--- src/rtl/core/rsst_pkg.sv ---
`timescale 1ns / 1ps
// ----------------------------------------------------------------------------
// rsst_pkg: shared definitions for the range sum segment tree
// Tree geometry, field widths, item codes and the command/status bundles
// that pass between the controller and the datapath.
// ----------------------------------------------------------------------------
package rsst_pkg;

    // Tree geometry. The tree is padded up to a power of two of leaves.
    localparam int LEAVES     = 1024;
    localparam int LEAF_W     = $clog2(LEAVES);
    localparam int PAD_LEAVES = 1 << LEAF_W;
    localparam int NODES      = 2 * PAD_LEAVES;
    localparam int NODE_W     = LEAF_W + 1;
    // Query cursors must hold the node count itself.
    localparam int BOUND_W    = NODE_W + 1;

    // Item field widths.
    localparam int DATA_W  = 32;
    localparam int POS_W   = 10;
    localparam int RANGE_W = 11;

    typedef enum logic {
        KIND_SET   = 1'b0,
        KIND_QUERY = 1'b1
    } kind_t;

    // Controller to datapath.
    typedef struct packed {
        logic clr_wr;     // write zero to the next node of the clearing pass
        logic upd_start;  // capture leaf position and value
        logic upd_wr;     // write current node, read its sibling
        logic upd_add;    // add sibling, move to parent
        logic qry_start;  // capture and clamp the range bounds
        logic qry_rd;     // read boundary nodes of this level, step up
        logic qry_acc;    // accumulate the nodes read
        logic out_load;   // move the sum into the result register
    } rsst_cmd_t;

    // Datapath to controller.
    typedef struct packed {
        logic clr_last;   // clearing pass is on its last node
        logic upd_root;   // current update node is the root
        logic qry_open;   // query cursors still enclose nodes
        logic pos_ok;     // offered write position lies inside the leaves
    } rsst_sts_t;

endpackage

--- src/rtl/core/rsst_ctrl.sv ---
`timescale 1ns / 1ps
// ----------------------------------------------------------------------------
// rsst_ctrl: sequencing controller for the segment tree
// Runs the clearing pass after reset, walks the update path to the root,
// steps the query cursors level by level and hands out the result.
// ----------------------------------------------------------------------------
module rsst_ctrl
    import rsst_pkg::*;
(
    input  logic      clk,
    input  logic      rst_n,
    input  logic      in_valid,
    output logic      in_stall,
    input  logic      kind,
    output logic      out_valid,
    input  logic      out_stall,
    input  rsst_sts_t sts,
    output rsst_cmd_t cmd
);

    typedef enum logic [2:0] {
        ST_CLEAR,
        ST_IDLE,
        ST_UPD_WR,
        ST_UPD_ADD,
        ST_QRY_RD,
        ST_QRY_ACC,
        ST_QRY_OUT
    } state_t;

    state_t state_reg, state_next;
    logic   out_valid_reg, out_valid_next;
    logic   in_xfer;
    logic   out_xfer;
    logic   out_free;

    assign in_stall  = (state_reg != ST_IDLE);
    assign in_xfer   = in_valid && !in_stall;
    assign out_xfer  = out_valid_reg && !out_stall;
    assign out_free  = !out_valid_reg || !out_stall;
    assign out_valid = out_valid_reg;

    always_comb
    begin
        state_next     = state_reg;
        out_valid_next = out_xfer ? 1'b0 : out_valid_reg;
        cmd            = '0;

        case (state_reg)
            ST_CLEAR:
            begin
                cmd.clr_wr = 1'b1;
                if (sts.clr_last)
                begin
                    state_next = ST_IDLE;
                end
            end
            ST_IDLE:
            begin
                if (in_xfer)
                begin
                    if (kind == KIND_QUERY)
                    begin
                        cmd.qry_start = 1'b1;
                        state_next    = ST_QRY_RD;
                    end
                    else if (sts.pos_ok)
                    begin
                        cmd.upd_start = 1'b1;
                        state_next    = ST_UPD_WR;
                    end
                end
            end
            ST_UPD_WR:
            begin
                cmd.upd_wr = 1'b1;
                state_next = sts.upd_root ? ST_IDLE : ST_UPD_ADD;
            end
            ST_UPD_ADD:
            begin
                cmd.upd_add = 1'b1;
                state_next  = ST_UPD_WR;
            end
            ST_QRY_RD:
            begin
                if (sts.qry_open)
                begin
                    cmd.qry_rd = 1'b1;
                    state_next = ST_QRY_ACC;
                end
                else
                begin
                    state_next = ST_QRY_OUT;
                end
            end
            ST_QRY_ACC:
            begin
                cmd.qry_acc = 1'b1;
                state_next  = ST_QRY_RD;
            end
            ST_QRY_OUT:
            begin
                if (out_free)
                begin
                    cmd.out_load   = 1'b1;
                    out_valid_next = 1'b1;
                    state_next     = ST_IDLE;
                end
            end
            default:
            begin
                state_next = ST_IDLE;
            end
        endcase
    end

    always_ff @(posedge clk or negedge rst_n)
    begin
        if (!rst_n)
        begin
            state_reg     <= ST_CLEAR;
            out_valid_reg <= 1'b0;
        end
        else
        begin
            state_reg     <= state_next;
            out_valid_reg <= out_valid_next;
        end
    end

`ifndef SYNTH
    a_one_cmd: assert property (@(posedge clk) disable iff (!rst_n)
        $onehot0(cmd))
        else $error("more than one datapath command in a cycle");

    a_result_from_query: assert property (@(posedge clk) disable iff (!rst_n)
        $rose(out_valid_reg) |-> $past(state_reg == ST_QRY_OUT))
        else $error("result appeared without a finished query");

    a_no_overwrite: assert property (@(posedge clk) disable iff (!rst_n)
        cmd.out_load |-> (!out_valid_reg || !out_stall))
        else $error("result register loaded while a result is held");

    a_query_starts: assert property (@(posedge clk) disable iff (!rst_n)
        (in_xfer && kind == KIND_QUERY) |=> (state_reg == ST_QRY_RD))
        else $error("accepted query did not start its walk");
`endif

endmodule

--- config.mk ---
export PLATFORM = sky130hd
export DESIGN_NAME = rsst_ctrl
export DESIGN_NICKNAME = d
export VERILOG_FILES = /design/src/rtl/core/rsst_pkg.sv /design/src/rtl/core/rsst_ctrl.sv
export SDC_FILE = /design/constraint.sdc
export NUM_CORES = 1
export LEC_CHECK = 0
export BUFFER_PORTS_ARGS = -buffer_cell sky130_fd_sc_hd__buf_2
export CORE_AREA = 2 2 39 41
export CTS_BUF_LIST = sky130_fd_sc_hd__clkbuf_2 sky130_fd_sc_hd__clkbuf_4 sky130_fd_sc_hd__clkbuf_8
export CTS_CLUSTER_SIZE = 20
export DETAILED_ROUTE_END_ITERATION = 10
export DIE_AREA = 0 0 41 43
export PLACE_DENSITY = 0.59
export REMOVE_ABC_BUFFERS = 1
export SLEW_MARGIN = 20
export SYNTH_ARGS = -nofsm -noshare
export SYNTH_HDL_FRONTEND = slang
export SYNTH_SLANG_ARGS = --single-unit
--- constraint.sdc ---
create_clock -name clk -period 2 [get_ports clk]
set_input_delay 0.2 -clock clk [delete_from_list [all_inputs] [get_ports clk]]
set_output_delay 0.2 -clock clk [all_outputs]
set_load 0.005 [all_outputs]
# Word-level counts from Yosys, hierarchy flattened
# Cells that the tools add are included.
[totals]
ff_bits = 4
ram_bits = 0
rom_bits = 0
n_memories = 0
latch_bits = 0
elab_cells = 47
[classes]
mux = 26
n_eq_ne = 11
shifts = 0
n_lt_le_gt_ge = 0
bitwise = 0
addsub = 0
n_mul = 0
div_mod_pow = 0
reduce_logical = 8
[op_table]
columns = ["cell", "n"]
rows = [
  ["one-hot mux 3 bit (7 select lines)", 1],
  ["2-to-1 mux 1 bit", 18],
  ["2-to-1 mux 3 bit", 5],
  ["equality test 3 bit (second input constant)", 3],
  ["equality test 3 x 2 -> 1 bit (second input constant)", 2],
  ["inequality test 2 bit (second input constant)", 3],
  ["2-to-1 mux 2 bit", 2],
  ["AND reduction 4 bit", 1],
  ["equality test 3 x 1 -> 1 bit (second input constant)", 1],
  ["zero test 1 bit", 3],
  ["zero test 3 bit", 1],
  ["inequality test 3 x 1 -> 1 bit (second input constant)", 1],
  ["inequality test 3 bit (second input constant)", 1],
  ["logical AND 1 bit", 2],
  ["logical OR 1 bit", 1],
]

# Logic depth before layout (Yosys ltp)
[depth]
depth_word = 5
depth_mapped = 4
mapped_depth_nobuf = 3

# Worst setup path after synthesis
# No wires, ideal clock.
[synth_path]
path_type = "register to register"
from = "register state_reg[2]"
to = "register state_reg[1]"
t_arrival_ps = 972
stages_incl_launch_ff = 5
setup_slack_ps = 897
period_less_slack_ps = 1103
cell_sequence = "dfrtp_1 > buf_4 > nor4b_2 > a311oi_1 > o22ai_1"
[synth_via]
elab_chain_cells = 5
[synth_lines]
columns = ["element", "line_no", "text"]
rows = [
  ["from (decl)", "rsst_ctrl.sv:31", "state_t state_reg, state_next;"],
  ["from (signal assigned)", "rsst_ctrl.sv:126", "state_reg <= state_next;"],
  ["inequality test 3 x 1 -> 1 bit", "rsst_ctrl.sv:37", "assign in_stall = (state_reg != ST_IDLE);"],
  ["zero test 1 bit", "rsst_ctrl.sv:38", "assign in_xfer = in_valid && !in_stall;"],
  ["logical AND 1 bit", "rsst_ctrl.sv:38", ""],
  ["inequality test 2 bit (no source line)", "-", ""],
  ["AND reduction 4 bit (no source line)", "-", ""],
]
# Several ways; a longest one is shown, not always the timed one.
# A chain may end at the register's enable or synchronous reset.

==> reports/results.txt <==
The flow ran to the end, and the final reports show no timing, DRC or antenna violations. The standard cell core area was 0.00138 mm2. The DRC marker count from the first detailed-route iteration is 4, and the number of I/O port buffers is 18. In this run the static leakage power is 0.219 nW. The global routing met3 resource utilization is 0.0366, and the final non-filler cell total is 70. The logs give 0.325 for the final core utilization and 0 for the number of pins exceeding their max-slew limit in the final report. In this run the deepest clock path goes through 2 buffers. For this design the top-level I/O count stands at 19. Synthesis inferred 4 register bits.

At the later pin of the worst-skew pair, clock insertion delay measures 0.23 ns. Derived from the worst setup path, the maximum achievable clock frequency is 616 MHz. The floorplan has 14 rows. Across the run, the number of max-cap violations was 0.

The met1 track utilization from global routing came out at 0.149. The mapped netlist covers 334 um2. At the pin with the least slew margin, the transition time is 0.467 ns.

The run gives 100 um2 as the register area. The pre-antenna-repair detailed-routing pass consisted of 4 iterations. The tools report the final hold violation count as 0. The logs give 0.450 for the logic gate share of total power and 0.599 mV for the peak supply drop. The level count of the clock H-tree is 1. A synthesized cell averages 9.54 um2. The switching fraction of total power was 0.429; the global-route met2 utilization was 0.150. The master of the slowest instance on the critical path is dfrtp_1. The biggest cell delay along the critical path is 0.56 ns. The run gives 0 as the antenna violation net count after detailed routing. The startpoint class of the critical path is a register. The post-synthesis async set-or-reset flop share was 1.00; the global routing usage summed across all routing layers was 0.111. The register with the most flip-flops in the layout has 3 of them. The tools report the overall power as 0.595 mW. The cell sitting at the root of the clock tree is a clkbuf_4. Most common library cell in the layout ignoring fill and taps: buf_2. The total overflow left after global routing is 0. The startpoint-to-endpoint class of the critical path is register to output pin. The die width works out to 41 um. The total clock buffers created by CTS came out at 3. The die is 43 um tall. The die area is 0.00176 mm2.

The via count of the first global-routing pass came out at 342. In the layout the commonest cells are buf_2 (18), dfrtp_1 (4), nor3b_1 (3), nand2_1 (3), clkbuf_4 (3). After global routing, the most crowded layer is met2.

After the last flow step, the layout net total stands at 65. Number of clock sinks: 4. Entering global routing, the biggest net connects 15 pins. For the worst setup path, the data arrival time is 1.42 ns. The highest net fanout along the worst path came out at 13. Dividing the detail-routed via count by the number of cells gives 5.17. The antenna diode count was 0; the total detailed-routing wirelength was 793 um. The tools report the tightest hold margin as 0.248 ns.

The element type at the critical path end was an output pin. The first global-routing pass estimated 1340 um of wire. Endpoint required time on the critical path: 1.80 ns. From synthesis to final layout, the design area changed by 34.8%.

In this run the post-CTS setup repair buffer count came out at 0. Predominant post-synthesis flop cell: dfrtp_1. The fraction of power consumed by sequential logic is 0.382, and the initial core utilization is 0.241. The initial antenna violation count was 0. Clock-pin slew was measured on the worst setup and hold paths at 0.04 ns.

The cell class contributing the biggest share of worst-path delay is flip-flops. The total power divided by cell area works out to 1320 mW/mm2. In this run the worst hold path is classified as primary input to register. The total half-perimeter wirelength after legalization and detailed placement is 590 um, and the number of cells on the worst hold path is 3.

Between clock sinks in the finished design, the worst skew comes to 0.000943 ns. The number of warnings reported in the yosys synthesis log was 0; the detailed-route wire length per cell was 11.3 um. Summing all multi-input logic gate instances after layout gives 200 um2.

The sequential fraction of the synthesis area was 0.300; the worst-case headroom to the max-slew limit was 0.689. The worst path in the final design needs a cycle of 1.62 ns, including I/O delays and setup. TritonCTS built the clock tree.

The share of the clock period used by the worst path after layout is 0.812, and the power spent charging and discharging nets is 0.255 mW. The cell count after synthesis came out at 35. The proportion of layout cells with a drive suffix above 1 was 0.500; the buffer and inverter count on the worst path was 1. Setup repair after global routing left no endpoint under its margin. Including well taps, the total number of placed cells is 66. After detailed routing, the number of remaining DRC violations is 0. The tools report the via count of the routed design as 362. Counting cells, the worst reg-to-reg path comes to 3. After synthesis, the netlist uses 26 different library cells. For the number of setup violations in the final report, the log shows 0. The run gives 0.339 mW as the internal power.

After filler insertion, the fill cell instance count of the layout stands at 159. The congestion estimate from routability-driven global placement came to 0.771. The critical path runs through a total of 3 cells. Adding up every negative setup slack in the final design gives 0 ns.

The share of power burned in the clock network is 0.168, and the post-cts sizing count is 0. In this run, synthesis inferred 0 flip-flops with an integrated enable. The critical path goes through nor3b_2 > and4b_1 > buf_2.
-- final timing paths --
path	slack, ns	endpoint	start
worst max-delay path	0.38	cmd[6]	state_reg[0]
worst min-delay path	0.25	out_valid	out_stall
worst max register to register	0.64	state_reg[1]	state_reg[1]
worst min register to register	0.59	out_valid	out_valid
max in group asynchronous	1.59	out_valid	rst_n
min in group asynchronous	0.29	state_reg[2]	rst_n
-- power by group through the flow --
stage / sequential [mW] / combinational (mW) / clock [mW]
final: 0.227 / 0.268 / 0.0997
after floorplan: 0.202 / 0.177 / 0
after global routing: 0.240 / 0.302 / 0.110
after detailed placement: 0.229 / 0.270 / 0
after global placement: 0.223 / 0.275 / 0
after CTS: 0.228 / 0.272 / 0.106
-- area by class of cell --
class,instances,area share
multi-input cells,26,0.444
flip-flops and latches,4,0.222
repair buffers,19,0.222
clock buffers,3,0.0500
well taps,16,0.0444
inverters,2,0.0167
-- cell families after synthesis --
kind of cell / synth area share
simple gates: 0.408
buf+inv: 0.101
flops: 0.300
compound gates: 0.191
-- through the flow --
step                setup WS (ns)  area [um2]
global route                0.237         450
finish                      0.375         450
CTS                         0.358         450
floorplan                   0.784         308
global placement            0.627         418
detailed placement          0.618         418
-- synth_stat cells (2+ instances only) --
library cell	n	area share
nor3b_1	3	0.067
dfrtp_1	4	0.30
nor4b_2	2	0.090
buf_4	2	0.045
nand2_1	3	0.034
-- per-layer routing --
metal  share of wire  vias up
met1            0.46      168
li1                -      175
met3           0.097        0
met2            0.44       19
met5               0        -
met4               0        0
-- tightest hold or removal path: cells and delay by family --
kind / cells / cell delay, ns
buffers and inverters: 1 / 0.10
and+or+nand+nor: 2 / 0.15
-- what timing repair did --
| item | in CTS | in global routing |
|---|---|---|
| endpoints found under the setup margin | 0 | 0 |
| hold endpoints to repair | 4 | 0 |
| hold buffers | 1 | 0 |
Note: power is estimated with default switching activity, not from simulation.
